File: src/rtl/core/cde_pkg.sv
package cde_pkg;

    localparam int CDE_QUEUE_DEPTH = 2;

    localparam logic [13:0] YEAR_LOW_MAX  = 14'd69;
    localparam logic [13:0] YEAR_MID_MAX  = 14'd99;
    localparam logic [13:0] YEAR_LOW_ADD  = 14'd2000;
    localparam logic [13:0] YEAR_MID_ADD  = 14'd1900;
    localparam logic [13:0] EPOCH_YEAR    = 14'd1970;

    // first three letters, first letter in the low byte
    localparam logic [23:0] MONTH_KEYS [12] = '{
        "naj", "bef", "ram", "rpa", "yam", "nuj",
        "luj", "gua", "pes", "tco", "von", "ced"
    };

    typedef enum logic [4:0] {
        PH_LEAD = 5'b00001,
        PH_MIN  = 5'b00010,
        PH_SEC  = 5'b00100,
        PH_DONE = 5'b01000,
        PH_DEAD = 5'b10000
    } t_phase;

    typedef struct packed {
        logic        in_token;
        t_phase      phase;
        logic [2:0]  lead_cnt;
        logic [13:0] lead_num;
        logic [6:0]  p2_val;
        logic [1:0]  p2_cnt;
        logic [6:0]  p3_val;
        logic [1:0]  p3_cnt;
        logic [23:0] prefix;
        logic [1:0]  prefix_cnt;
    } t_tok;

    localparam t_tok TOK_CLEAR = '{
        in_token: 1'b0, phase: PH_LEAD, lead_cnt: '0, lead_num: '0,
        p2_val: '0, p2_cnt: '0, p3_val: '0, p3_cnt: '0,
        prefix: '0, prefix_cnt: '0
    };

    typedef struct packed {
        logic [3:0]  found;
        logic [6:0]  hour;
        logic [6:0]  minute;
        logic [6:0]  second;
        logic [6:0]  day;
        logic [3:0]  month;
        logic [13:0] year;
    } t_fields;

    typedef struct packed {
        logic        valid;
        logic [6:0]  hour;
        logic [6:0]  minute;
        logic [6:0]  second;
        logic [6:0]  day;
        logic [3:0]  month;
        logic [13:0] year;
    } t_job;

    typedef struct packed {
        logic valid;
        t_job job;
    } t_push;

    typedef struct packed {
        logic full;
        logic empty;
    } t_q_stat;

    typedef struct packed {
        logic       hit;
        logic [3:0] idx;
    } t_month_hit;

    function automatic logic cde_is_delim(input logic [7:0] b);
        logic r;
        r = (b == 8'h00) || (b == 8'h09) ||
            (b inside {[8'h20:8'h2F], [8'h3B:8'h40], [8'h5B:8'h60], [8'h7B:8'h7E]});
        return r;
    endfunction

    function automatic t_month_hit cde_month_lookup(input logic [23:0] key);
        t_month_hit r;
        r = '0;
        for (int i = 11; i >= 0; i--) begin
            if (key == MONTH_KEYS[i]) begin
                r.hit = 1'b1;
                r.idx = 4'(i);
            end
        end
        return r;
    endfunction

    // day offset of the month's first day in a March-based year
    function automatic logic [8:0] cde_doy(input logic [3:0] month);
        logic [8:0] r;
        case (month)
            4'd0:    r = 9'd306;
            4'd1:    r = 9'd337;
            4'd2:    r = 9'd0;
            4'd3:    r = 9'd31;
            4'd4:    r = 9'd61;
            4'd5:    r = 9'd92;
            4'd6:    r = 9'd122;
            4'd7:    r = 9'd153;
            4'd8:    r = 9'd184;
            4'd9:    r = 9'd214;
            4'd10:   r = 9'd245;
            4'd11:   r = 9'd275;
            default: r = 9'd0;
        endcase
        return r;
    endfunction

endpackage

File: src/rtl/core/cde_if.sv
interface cde_in_if;
    logic       valid;
    logic       ready;
    logic [7:0] text_byte;
    logic       last_byte;

    modport source (output valid, output text_byte, output last_byte, input ready);
    modport sink   (input valid, input text_byte, input last_byte, output ready);
endinterface

interface cde_out_if;
    logic        valid;
    logic        ready;
    logic [37:0] epoch_seconds;
    logic        date_valid;

    modport source (output valid, output epoch_seconds, output date_valid, input ready);
    modport sink   (input valid, input epoch_seconds, input date_valid, output ready);
endinterface

File: src/rtl/core/cde_front.sv
module cde_front
    import cde_pkg::*;
(
    input  logic           i_clk,
    input  logic           i_rst_n,
    cde_in_if.sink         i_in,
    input  t_q_stat        i_stat,
    output t_push          o_push
);

    t_tok       r_tok, n_tok;
    t_fields    r_fld, n_fld;

    t_tok       fed, sel;
    t_fields    fld_end;
    t_month_hit mhit;
    logic [7:0] b, low;
    logic [3:0] d;
    logic       dig, delim, do_end, accept, time_ok, month_hit;

    assign i_in.ready = !i_stat.full;
    assign accept     = i_in.valid && i_in.ready;

    always_comb begin
        b     = i_in.text_byte;
        dig   = b inside {[8'h30:8'h39]};
        d     = b[3:0];
        low   = (b inside {[8'h41:8'h5A]}) ? b + 8'd32 : b;
        delim = cde_is_delim(b);

        fed          = r_tok;
        fed.in_token = 1'b1;
        if (r_tok.prefix_cnt != 2'd3) begin
            fed.prefix[8*r_tok.prefix_cnt +: 8] = low;
            fed.prefix_cnt = r_tok.prefix_cnt + 2'd1;
        end
        case (r_tok.phase)
            PH_LEAD: begin
                if (dig) begin
                    if (r_tok.lead_cnt < 3'd4) begin
                        fed.lead_num = 14'(r_tok.lead_num * 14'd10 + {10'd0, d});
                        fed.lead_cnt = r_tok.lead_cnt + 3'd1;
                    end else begin
                        fed.lead_cnt = 3'd5;
                    end
                end else if (b == ":" && r_tok.lead_cnt inside {[3'd1:3'd2]}) begin
                    fed.phase = PH_MIN;
                end else begin
                    fed.phase = PH_DEAD;
                end
            end
            PH_MIN: begin
                if (dig) begin
                    if (r_tok.p2_cnt < 2'd2) begin
                        fed.p2_val = 7'(r_tok.p2_val * 7'd10 + {3'd0, d});
                        fed.p2_cnt = r_tok.p2_cnt + 2'd1;
                    end else begin
                        fed.phase = PH_DEAD;
                    end
                end else begin
                    fed.phase = (b == ":" && r_tok.p2_cnt != 2'd0) ? PH_SEC : PH_DEAD;
                end
            end
            PH_SEC: begin
                if (dig) begin
                    if (r_tok.p3_cnt < 2'd2) begin
                        fed.p3_val = 7'(r_tok.p3_val * 7'd10 + {3'd0, d});
                        fed.p3_cnt = r_tok.p3_cnt + 2'd1;
                    end else begin
                        fed.phase = PH_DEAD;
                    end
                end else begin
                    fed.phase = (r_tok.p3_cnt != 2'd0) ? PH_DONE : PH_DEAD;
                end
            end
            default: ;
        endcase

        sel    = delim ? r_tok : fed;
        do_end = delim ? r_tok.in_token : i_in.last_byte;

        // classify the finished token
        fld_end   = r_fld;
        mhit      = cde_month_lookup(sel.prefix);
        time_ok   = (sel.phase == PH_DONE) || (sel.phase == PH_SEC && sel.p3_cnt != 2'd0);
        month_hit = 1'b0;
        if (do_end) begin
            if (!r_fld.found[0] && time_ok) begin
                fld_end.hour     = sel.lead_num[6:0];
                fld_end.minute   = sel.p2_val;
                fld_end.second   = sel.p3_val;
                fld_end.found[0] = 1'b1;
            end else if (!r_fld.found[1] && sel.lead_cnt inside {[3'd1:3'd2]}) begin
                fld_end.day      = sel.lead_num[6:0];
                fld_end.found[1] = 1'b1;
            end else begin
                month_hit = !r_fld.found[2] && sel.prefix_cnt == 2'd3 && mhit.hit;
                if (month_hit) begin
                    fld_end.month    = mhit.idx;
                    fld_end.found[2] = 1'b1;
                end
                if (!month_hit && !r_fld.found[3] && sel.lead_cnt inside {[3'd2:3'd4]}) begin
                    fld_end.year     = sel.lead_num;
                    fld_end.found[3] = 1'b1;
                end
            end
        end

        n_tok = (delim || i_in.last_byte) ? TOK_CLEAR : fed;
        n_fld = i_in.last_byte ? '0 : fld_end;

        o_push.valid      = accept && i_in.last_byte;
        o_push.job.valid  = fld_end.found == 4'hF;
        o_push.job.hour   = fld_end.hour;
        o_push.job.minute = fld_end.minute;
        o_push.job.second = fld_end.second;
        o_push.job.day    = fld_end.day;
        o_push.job.month  = fld_end.month;
        o_push.job.year   = fld_end.year;
    end

    always_ff @(posedge i_clk) begin
        if (!i_rst_n) begin
            r_tok <= TOK_CLEAR;
            r_fld <= '0;
        end else if (accept) begin
            r_tok <= n_tok;
            r_fld <= n_fld;
        end
    end

endmodule

File: src/rtl/core/cde_queue.sv
module cde_queue
    import cde_pkg::*;
#(
    parameter int Depth = CDE_QUEUE_DEPTH
) (
    input  logic    i_clk,
    input  logic    i_rst_n,
    input  t_push   i_push,
    input  logic    i_pop,
    output t_job    o_head,
    output t_q_stat o_stat
);

    localparam int PtrW = (Depth > 1) ? $clog2(Depth) : 1;
    localparam int CntW = $clog2(Depth + 1);

    t_job            r_mem [Depth];
    logic [PtrW-1:0] r_wr, r_rd;
    logic [CntW-1:0] r_cnt;
    logic            do_push, do_pop;

    assign o_stat.full  = r_cnt == CntW'(Depth);
    assign o_stat.empty = r_cnt == '0;
    assign o_head       = r_mem[r_rd];
    assign do_push      = i_push.valid && !o_stat.full;
    assign do_pop       = i_pop && !o_stat.empty;

    function automatic logic [PtrW-1:0] bump(input logic [PtrW-1:0] p);
        return (p == PtrW'(Depth - 1)) ? '0 : p + PtrW'(1);
    endfunction

    always_ff @(posedge i_clk) begin
        if (do_push) begin
            r_mem[r_wr] <= i_push.job;
        end
    end

    always_ff @(posedge i_clk) begin
        if (!i_rst_n) begin
            r_wr  <= '0;
            r_rd  <= '0;
            r_cnt <= '0;
        end else begin
            if (do_push) begin
                r_wr <= bump(r_wr);
            end
            if (do_pop) begin
                r_rd <= bump(r_rd);
            end
            if (do_push && !do_pop) begin
                r_cnt <= r_cnt + CntW'(1);
            end else if (do_pop && !do_push) begin
                r_cnt <= r_cnt - CntW'(1);
            end
        end
    end

endmodule

File: src/rtl/core/cde_back.sv
module cde_back
    import cde_pkg::*;
(
    input  logic     i_clk,
    input  logic     i_rst_n,
    input  t_job     i_head,
    input  t_q_stat  i_stat,
    output logic     o_pop,
    cde_out_if.source o_out
);

    typedef enum logic [6:0] {
        ST_IDLE = 7'b0000001,
        ST_PREP = 7'b0000010,
        ST_DIV  = 7'b0000100,
        ST_DAYS = 7'b0001000,
        ST_MUL  = 7'b0010000,
        ST_SUM  = 7'b0100000,
        ST_OUT  = 7'b1000000
    } t_state;

    localparam logic [11:0]        DIV25_K  = 12'd2622;
    localparam logic [23:0]        DAY_BIAS = 24'd719469;
    localparam logic signed [41:0] DAY_SECS = 42'sd86400;

    t_state              r_state;
    t_job                r_job;
    logic [13:0]         r_ys;
    logic [8:0]          r_doy;
    logic                r_zero;
    logic [18:0]         r_tsec;
    logic [7:0]          r_cent;
    logic [23:0]         r_days;
    logic signed [41:0]  r_dsec;
    logic [37:0]         r_epoch;
    logic                r_dvalid;

    logic [13:0]         ya;
    logic [11:0]         q;
    logic [23:0]         prod;
    logic [23:0]         days;
    logic signed [41:0]  total;

    assign o_pop               = (r_state == ST_IDLE) && !i_stat.empty;
    assign o_out.valid         = r_state == ST_OUT;
    assign o_out.epoch_seconds = r_epoch;
    assign o_out.date_valid    = r_dvalid;

    always_comb begin
        if (r_job.year <= YEAR_LOW_MAX) begin
            ya = r_job.year + YEAR_LOW_ADD;
        end else if (r_job.year <= YEAR_MID_MAX) begin
            ya = r_job.year + YEAR_MID_ADD;
        end else begin
            ya = r_job.year;
        end
        q    = r_ys[13:2];
        prod = {12'd0, q} * {12'd0, DIV25_K};
        days = {10'd0, r_ys} * 24'd365 + {12'd0, q} - {16'd0, r_cent}
             + {18'd0, r_cent[7:2]} + {15'd0, r_doy} + {17'd0, r_job.day} - DAY_BIAS;
        total = r_dsec + $signed({23'd0, r_tsec});
    end

    always_ff @(posedge i_clk) begin
        case (r_state)
            ST_IDLE: if (o_pop) r_job <= i_head;
            ST_PREP: begin
                r_zero <= !r_job.valid || (ya < EPOCH_YEAR);
                r_ys   <= ya - ((r_job.month < 4'd2) ? 14'd1 : 14'd0);
                r_doy  <= cde_doy(r_job.month);
                r_tsec <= {12'd0, r_job.hour} * 19'd3600 + {12'd0, r_job.minute} * 19'd60
                        + {12'd0, r_job.second};
            end
            ST_DIV:  r_cent <= prod[23:16];
            ST_DAYS: r_days <= days;
            ST_MUL:  r_dsec <= $signed({{18{r_days[23]}}, r_days}) * DAY_SECS;
            ST_SUM: begin
                r_epoch  <= (r_zero || total[41]) ? '0 : total[37:0];
                r_dvalid <= r_job.valid;
            end
            default: ;
        endcase
    end

    always_ff @(posedge i_clk) begin
        if (!i_rst_n) begin
            r_state <= ST_IDLE;
        end else begin
            case (r_state)
                ST_IDLE: if (o_pop) r_state <= ST_PREP;
                ST_PREP: r_state <= ST_DIV;
                ST_DIV:  r_state <= ST_DAYS;
                ST_DAYS: r_state <= ST_MUL;
                ST_MUL:  r_state <= ST_SUM;
                ST_SUM:  r_state <= ST_OUT;
                ST_OUT:  if (o_out.ready) r_state <= ST_IDLE;
                default: r_state <= ST_IDLE;
            endcase
        end
    end

endmodule

File: src/rtl/core/cookie_date_to_epoch.sv
// Cookie date to epoch seconds.
// i_in takes the date string one byte per word; last_byte marks the final
// byte of a string. o_out gives one word per string: epoch_seconds (UTC) and
// date_valid, which is 0 (with seconds 0) when time, day, month or year was
// not found.
// The tokenizer accepts one byte per cycle. On the last byte the collected
// fields go into a small queue (QueueDepth strings); i_in.ready drops only
// while that queue is full.
// The converter takes one string at a time and is shared by all strings: when
// it is free, the string is popped and goes through six steps (pop, prep,
// divide, days, multiply, sum, with the multiplies spread over them), then
// o_out.valid rises; the next string is taken only after the handoff.
// A stalled receiver holds the result in the output register; bytes keep
// flowing until the queue fills.
// Reset (synchronous, active low) clears the token and field state, the
// queue and the converter; o_out.valid is low after reset.
module cookie_date_to_epoch
    import cde_pkg::*;
#(
    parameter int QueueDepth = CDE_QUEUE_DEPTH
) (
    input  logic       i_clk,
    input  logic       i_rst_n,
    cde_in_if.sink     i_in,
    cde_out_if.source  o_out
);

    t_push   push;
    t_job    head;
    t_q_stat q_stat;
    logic    pop;

    cde_front u_front (
        .i_clk   (i_clk),
        .i_rst_n (i_rst_n),
        .i_in    (i_in),
        .i_stat  (q_stat),
        .o_push  (push)
    );

    cde_queue #(.Depth(QueueDepth)) u_queue (
        .i_clk   (i_clk),
        .i_rst_n (i_rst_n),
        .i_push  (push),
        .i_pop   (pop),
        .o_head  (head),
        .o_stat  (q_stat)
    );

    cde_back u_back (
        .i_clk   (i_clk),
        .i_rst_n (i_rst_n),
        .i_head  (head),
        .i_stat  (q_stat),
        .o_pop   (pop),
        .o_out   (o_out)
    );

    a_no_push_full: assert property (@(posedge i_clk) disable iff (!i_rst_n)
        push.valid |-> !q_stat.full)
        else $error("string pushed into full queue");

    a_one_result: assert property (@(posedge i_clk) disable iff (!i_rst_n)
        o_out.valid && o_out.ready |=> !o_out.valid)
        else $error("result repeated after handoff");

    a_invalid_zero: assert property (@(posedge i_clk) disable iff (!i_rst_n)
        o_out.valid && !o_out.date_valid |-> o_out.epoch_seconds == '0)
        else $error("invalid date with nonzero seconds");

    a_reset_idle: assert property (@(posedge i_clk)
        !i_rst_n |=> !o_out.valid)
        else $error("output valid after reset");

endmodule

File: src/flat_wrapper.sv
// flat-port wrapper written by rule: the top's interface ports become plain ports
module cookie_date_to_epoch_flat import cde_pkg::*;
#(
    parameter int QueueDepth = CDE_QUEUE_DEPTH
)
  (i_clk, i_rst_n, i_in_valid, i_in_text_byte, i_in_last_byte, i_in_ready, o_out_valid, o_out_epoch_seconds, o_out_date_valid, o_out_ready);
  cde_in_if i_in_i ();
  cde_out_if o_out_i ();
  input  logic i_clk;
  input  logic i_rst_n;
  input wire logic [$bits(i_in_i.valid)-1:0] i_in_valid;
  input wire logic [$bits(i_in_i.text_byte)-1:0] i_in_text_byte;
  input wire logic [$bits(i_in_i.last_byte)-1:0] i_in_last_byte;
  output wire logic [$bits(i_in_i.ready)-1:0] i_in_ready;
  output wire logic [$bits(o_out_i.valid)-1:0] o_out_valid;
  output wire logic [$bits(o_out_i.epoch_seconds)-1:0] o_out_epoch_seconds;
  output wire logic [$bits(o_out_i.date_valid)-1:0] o_out_date_valid;
  input wire logic [$bits(o_out_i.ready)-1:0] o_out_ready;
  assign i_in_i.valid = i_in_valid;
  assign i_in_i.text_byte = i_in_text_byte;
  assign i_in_i.last_byte = i_in_last_byte;
  assign i_in_ready = i_in_i.ready;
  assign o_out_valid = o_out_i.valid;
  assign o_out_epoch_seconds = o_out_i.epoch_seconds;
  assign o_out_date_valid = o_out_i.date_valid;
  assign o_out_i.ready = o_out_ready;
  cookie_date_to_epoch #(.QueueDepth(QueueDepth)) u_core (.i_clk(i_clk), .i_rst_n(i_rst_n), .i_in(i_in_i), .o_out(o_out_i));
endmodule
File: config.mk
export PLATFORM = sky130hd
export DESIGN_NAME = cookie_date_to_epoch_flat
export DESIGN_NICKNAME = d
export VERILOG_FILES = /design/src/rtl/core/cde_pkg.sv /design/src/rtl/core/cde_if.sv /design/src/rtl/core/cde_front.sv /design/src/rtl/core/cde_queue.sv /design/src/rtl/core/cde_back.sv /design/src/rtl/core/cookie_date_to_epoch.sv /design/src/flat_wrapper.sv
export SDC_FILE = /design/constraint.sdc
export NUM_CORES = 2
export LEC_CHECK = 0
export ABC_CLOCK_PERIOD_IN_PS = 10200
export BUFFER_PORTS_ARGS = -buffer_cell sky130_fd_sc_hd__buf_2
export CORE_MARGIN = 2
export CORE_UTILIZATION = 45
export DETAILED_ROUTE_END_ITERATION = 16
export GPL_ROUTABILITY_DRIVEN = 0
export SKIP_LAST_GASP = 1
export SYNTH_ARGS = -nofsm -noshare
export SYNTH_HDL_FRONTEND = slang
export SYNTH_HIERARCHICAL = 1
export SYNTH_SLANG_ARGS = --single-unit
File: constraint.sdc
create_clock -name i_clk -period 10.2 [get_ports i_clk]
set_input_delay 2.04 -clock i_clk [delete_from_list [all_inputs] [get_ports i_clk]]
set_output_delay 2.04 -clock i_clk [all_outputs]
set_load 0.005 [all_outputs]
==> impl_metrics.yaml <==
final_layout:
  n_antenna_cell: 0
  areaGrowthSynthToFinish_pct: 8.16
  drive_gt1_share_pct: 8.54
  finalNonFillerCells: 4259
  nNetsFinal: 3923
critical_path:
  path_common_cell: "fa_1"
  r2r_setup_slack_ns: 3.63
  cp_cell_sequence: "inv_1 -> fa_1 -> fa_1 -> inv_1 -> ha_1 -> fa_1 -> fa_1 -> inv_1 -> fa_1 -> inv_1 -> ha_1 -> o21ai_0 -> nor2_1 -> a31o_2 -> o41ai_1 -> o21ai_0 -> a21o_1 -> a21oi_1 -> xnor2_1"
  worstSetupStartpointType: "flop"
  cpMaxStageDelayCell: "edfxtp_1"
  cp_data_required_time_ns: 10.53
  critPathMaxStageDelay_ns: 0.68
  reg2regPathDepth: 19
  crit_fanout: 10
  crit_type: "flop to flop"
  end_kind: "flop"
  cp.arrival_ns: 6.89
timing:
  whs_ns: 0.430
  worstMarginPinSlew_ns: 1.24
  fin_skew_ns: 0.0149
  period_minus_slack_ns: 6.57
  relSlewSlack_pct: 17.4
  fin_ws_ns: 3.63
  rsz0062_at_grt: "false"
  setup_tns_ns: 0
  maxSlewViolCount: 0
  setup_viol: 0
  fmaxAchievable_mhz: 152
  hold_violations: 0
  finalCritPeriodShare_pct: 64.4
global_routing:
  grt_pass1_vias: 24000
  gr-total-overflow: 0
  grt_pass1_wl_mm: 119
  grt_start_max_net_pins: 88
  grt_antenna_before_repair: 1
  grtUsageTotal_pct: 18.4
die:
  num_rows: 100
  start_util_pct: 45.4
  pin_count: 54
  fp.coreArea_mm2: 0.0743
  die_y_um: 278
  dieArea_mm2: 0.0773
  die_w_um: 278
outcome:
  status: "finished, final reports clean"
flow_run:
  maxCapViolations: 0
routing:
  drt-total-wl_mm: 70.4
  drt_iter0_markers: 1225
  ant_nets: 0
  wl_per_cell_um: 16.5
  vias: 23000
  post-route-drc-count: 0
  first_pass_iters: 5
  viasPerCell: 5.41
synthesis:
  avgSynthCellArea_um2: 10.5
  yosysTopAreaCell: "edfxtp_1"
  synthFlopType: "edfxtp_1"
  synth-edff-count: 290
  synth_top_area_share_pct: 25.8
  synth.yosys.seq_area_share_pct: 33.4
  ys_warn_count: 6
  syn_inst: 3216
  synth_seq_cells: 419
  syn-cell-area_mm2: 0.0338
  synthTopCellsByArea: "edfxtp_1, ha_1, fa_1"
  synth_cell_types: 112
  ys_async_sr_fraction_pct: 0
  synth_nets: 3887
place:
  dp_slack_ns: 3.36
  port_buffers: 53
  placed_cells: 4172
  dp.final_hpwl_mm: 54.3
clock_network:
  post_cts_resized: 0
  postCtsSetupBuffers: 0
  clkSlewWorstSetupHoldPaths_ns: 0.06
  insertion_delay_ns: 0.58
  cts_tree: "built"
  cts_sinks: 419
  clockBufferDepth: 3
  clock-root-buffer: "clkbuf_16"
  h-tree-depth: 2
  cts-hold-fix-buffers: 0
  cts_buffers: 47
power_and_ir_drop:
  p_per_area_mw_per_mm2: 328
  intPower_mw: 6.83
  ir_worst_vdd_mv: 0.499
  total_power_mw: 12.0
  power_frac_comb_pct: 63.9
  p_sw_share_pct: 43.0
  p_leak_nw: 15.7
  clock_power_share_pct: 13.9
  p_sw_mw: 5.15
  pwr-share-seq_pct: 22.2
min_path:
  min_path_type: "flop to flop"
  hold_path_depth: 0
==> area by class of cell <==
| cell class | instances | area (um^2) |
|---|---|---|
| Fill cell | 6717 | 37800 |
| Multi-Input combinational cell | 2221 | 20200 |
| Sequential cell | 419 | 11300 |
| Inverter | 491 | 1840 |
| Clock buffer | 62 | 1300 |
| Tap cell | 969 | 1210 |
| Timing Repair Buffer | 72 | 408 |
| Clock inverter | 25 | 228 |
==> worst max-delay path, delay by kind of cell (launching register included) <==
| kind | cells | cell delay (ns) |
|---|---|---|
| compound gates | 6 | 1.76 |
| fa+ha+maj | 7 | 3.24 |
| flops | 1 | 0.68 |
| simple gates | 1 | 0.10 |
| buf+inv | 4 | 0.44 |
| xor+xnor | 1 | 0.08 |
==> kinds of logic (layout without fill, tap and decap cells) <==
family | count (synthesis) | after routing | share of synthesized area, %
AND/OR/NAND/NOR | 728 | 728 | 11.3
adder cells (fa/ha/maj) | 658 | 658 | 29.4
AO/OA/AOI/OAI | 597 | 597 | 12.3
buffers and inverters | 576 | 650 | 6.75
flip-flops | 419 | 419 | 33.4
XOR/XNOR | 145 | 145 | 3.76
multiplexers | 93 | 93 | 3.05
==> routing by layer <==
layer / vias up / global-route usage [%] / wire length [um]
li1: 11300 / - / -
met5: - / 0 / 13
met3: 136 / 2.17 / 2520
met4: 2 / 6.06 / 1880
met2: 479 / 32.5 / 34300
met1: 11100 / 23.6 / 31600
==> path summary, 6_finish.rpt <==
path	start	end
min	u_core/u_back/r_job[26]$_DFFE_PP_	u_core/u_back/r_tsec[1]$_DFFE_PP_
max reg2reg	u_core/u_back/r_ys[6]$_DFFE_PP_	u_core/u_back/r_days[19]$_DFFE_PP_
min reg2reg	u_core/u_back/r_job[26]$_DFFE_PP_	u_core/u_back/r_tsec[1]$_DFFE_PP_
max	u_core/u_back/r_ys[6]$_DFFE_PP_	u_core/u_back/r_days[19]$_DFFE_PP_
==> power by group through the flow <==
stage | registers, mW | logic, mW | clock network, mW
floorplan | 2.63 | 6.09 | 0
global placement | 2.69 | 7.41 | 0
detailed placement | 2.70 | 7.62 | 0
CTS | 2.66 | 7.70 | 1.72
global route | 2.69 | 8.80 | 1.78
finish | 2.66 | 7.66 | 1.66
==> Yosys cell counts, drive strengths merged (21+ instances only) <==
cell,n
dfxtp,129
clkbuf,49
a31oi,23
a21o,45
inv,491
nor2b,75
nor3,58
and2,36
o21a,22
xor2,54
nor2,177
a22o,26
a21oi,128
nand4,22
fa,226
nand3,56
ha,432
a22oi,42
mux2,80
o21ai,130
xnor2,91
edfxtp,290
buf,36
nand2,159
nand2b,21
==> flip-flops by register name, summed over array words and instances, names as in the netlist, 8 cells and up, named ones only <==
signal / cells
u_core/u_front/r_fld: 50
u_core/u_back/r_job: 47
u_core/u_front/r_tok: 67
u_core/u_queue/r_mem: 94
u_core/u_back/r_days: 24
u_core/u_back/r_ys: 14
u_core/u_back/r_tsec: 19
u_core/u_back/r_cent: 8
u_core/u_back/r_doy: 9
u_core/u_back/o_out.epoch_seconds: 38
u_core/u_back/r_dsec: 35
==> through the flow <==
stage	instance area (um^2)	utilization, %
final	36500	49.2
after global routing	36500	49.2
after CTS	36500	49.2
after detailed placement	35000	47.1
after global placement	35000	47.1
after floorplan	33800	-
==> layout by cell type, fill, tap and decap left out, drive strengths merged, types with 14 or more instances in the layout <==
| cell type | netlist | final |
|---|---|---|
| ha | 432 | 432 |
| xnor2 | 91 | 91 |
| a32o | 18 | 18 |
| o21a | 22 | 22 |
| xor2 | 54 | 54 |
| nand3 | 56 | 56 |
| nor2b | 75 | 75 |
| dfxtp | 129 | 129 |
| a21o | 45 | 45 |
| nor2 | 177 | 177 |
| inv | 491 | 493 |
| clkbuf | 49 | 62 |
| buf | 36 | 72 |
| nand4 | 22 | 22 |
| and2 | 36 | 36 |
| and3 | 14 | 14 |
| a22oi | 42 | 42 |
| a21oi | 128 | 128 |
| o31ai | 14 | 14 |
| edfxtp | 290 | 290 |
| nor3 | 58 | 58 |
| o22ai | 15 | 15 |
| clkinv | 0 | 17 |
| a31oi | 23 | 23 |
| nand2b | 21 | 21 |
| a22o | 26 | 26 |
| mux2 | 80 | 80 |
| or3 | 19 | 19 |
| nand2 | 159 | 159 |
| o21ai | 130 | 130 |
| fa | 226 | 226 |
Note: power is estimated with default switching activity, not from simulation.
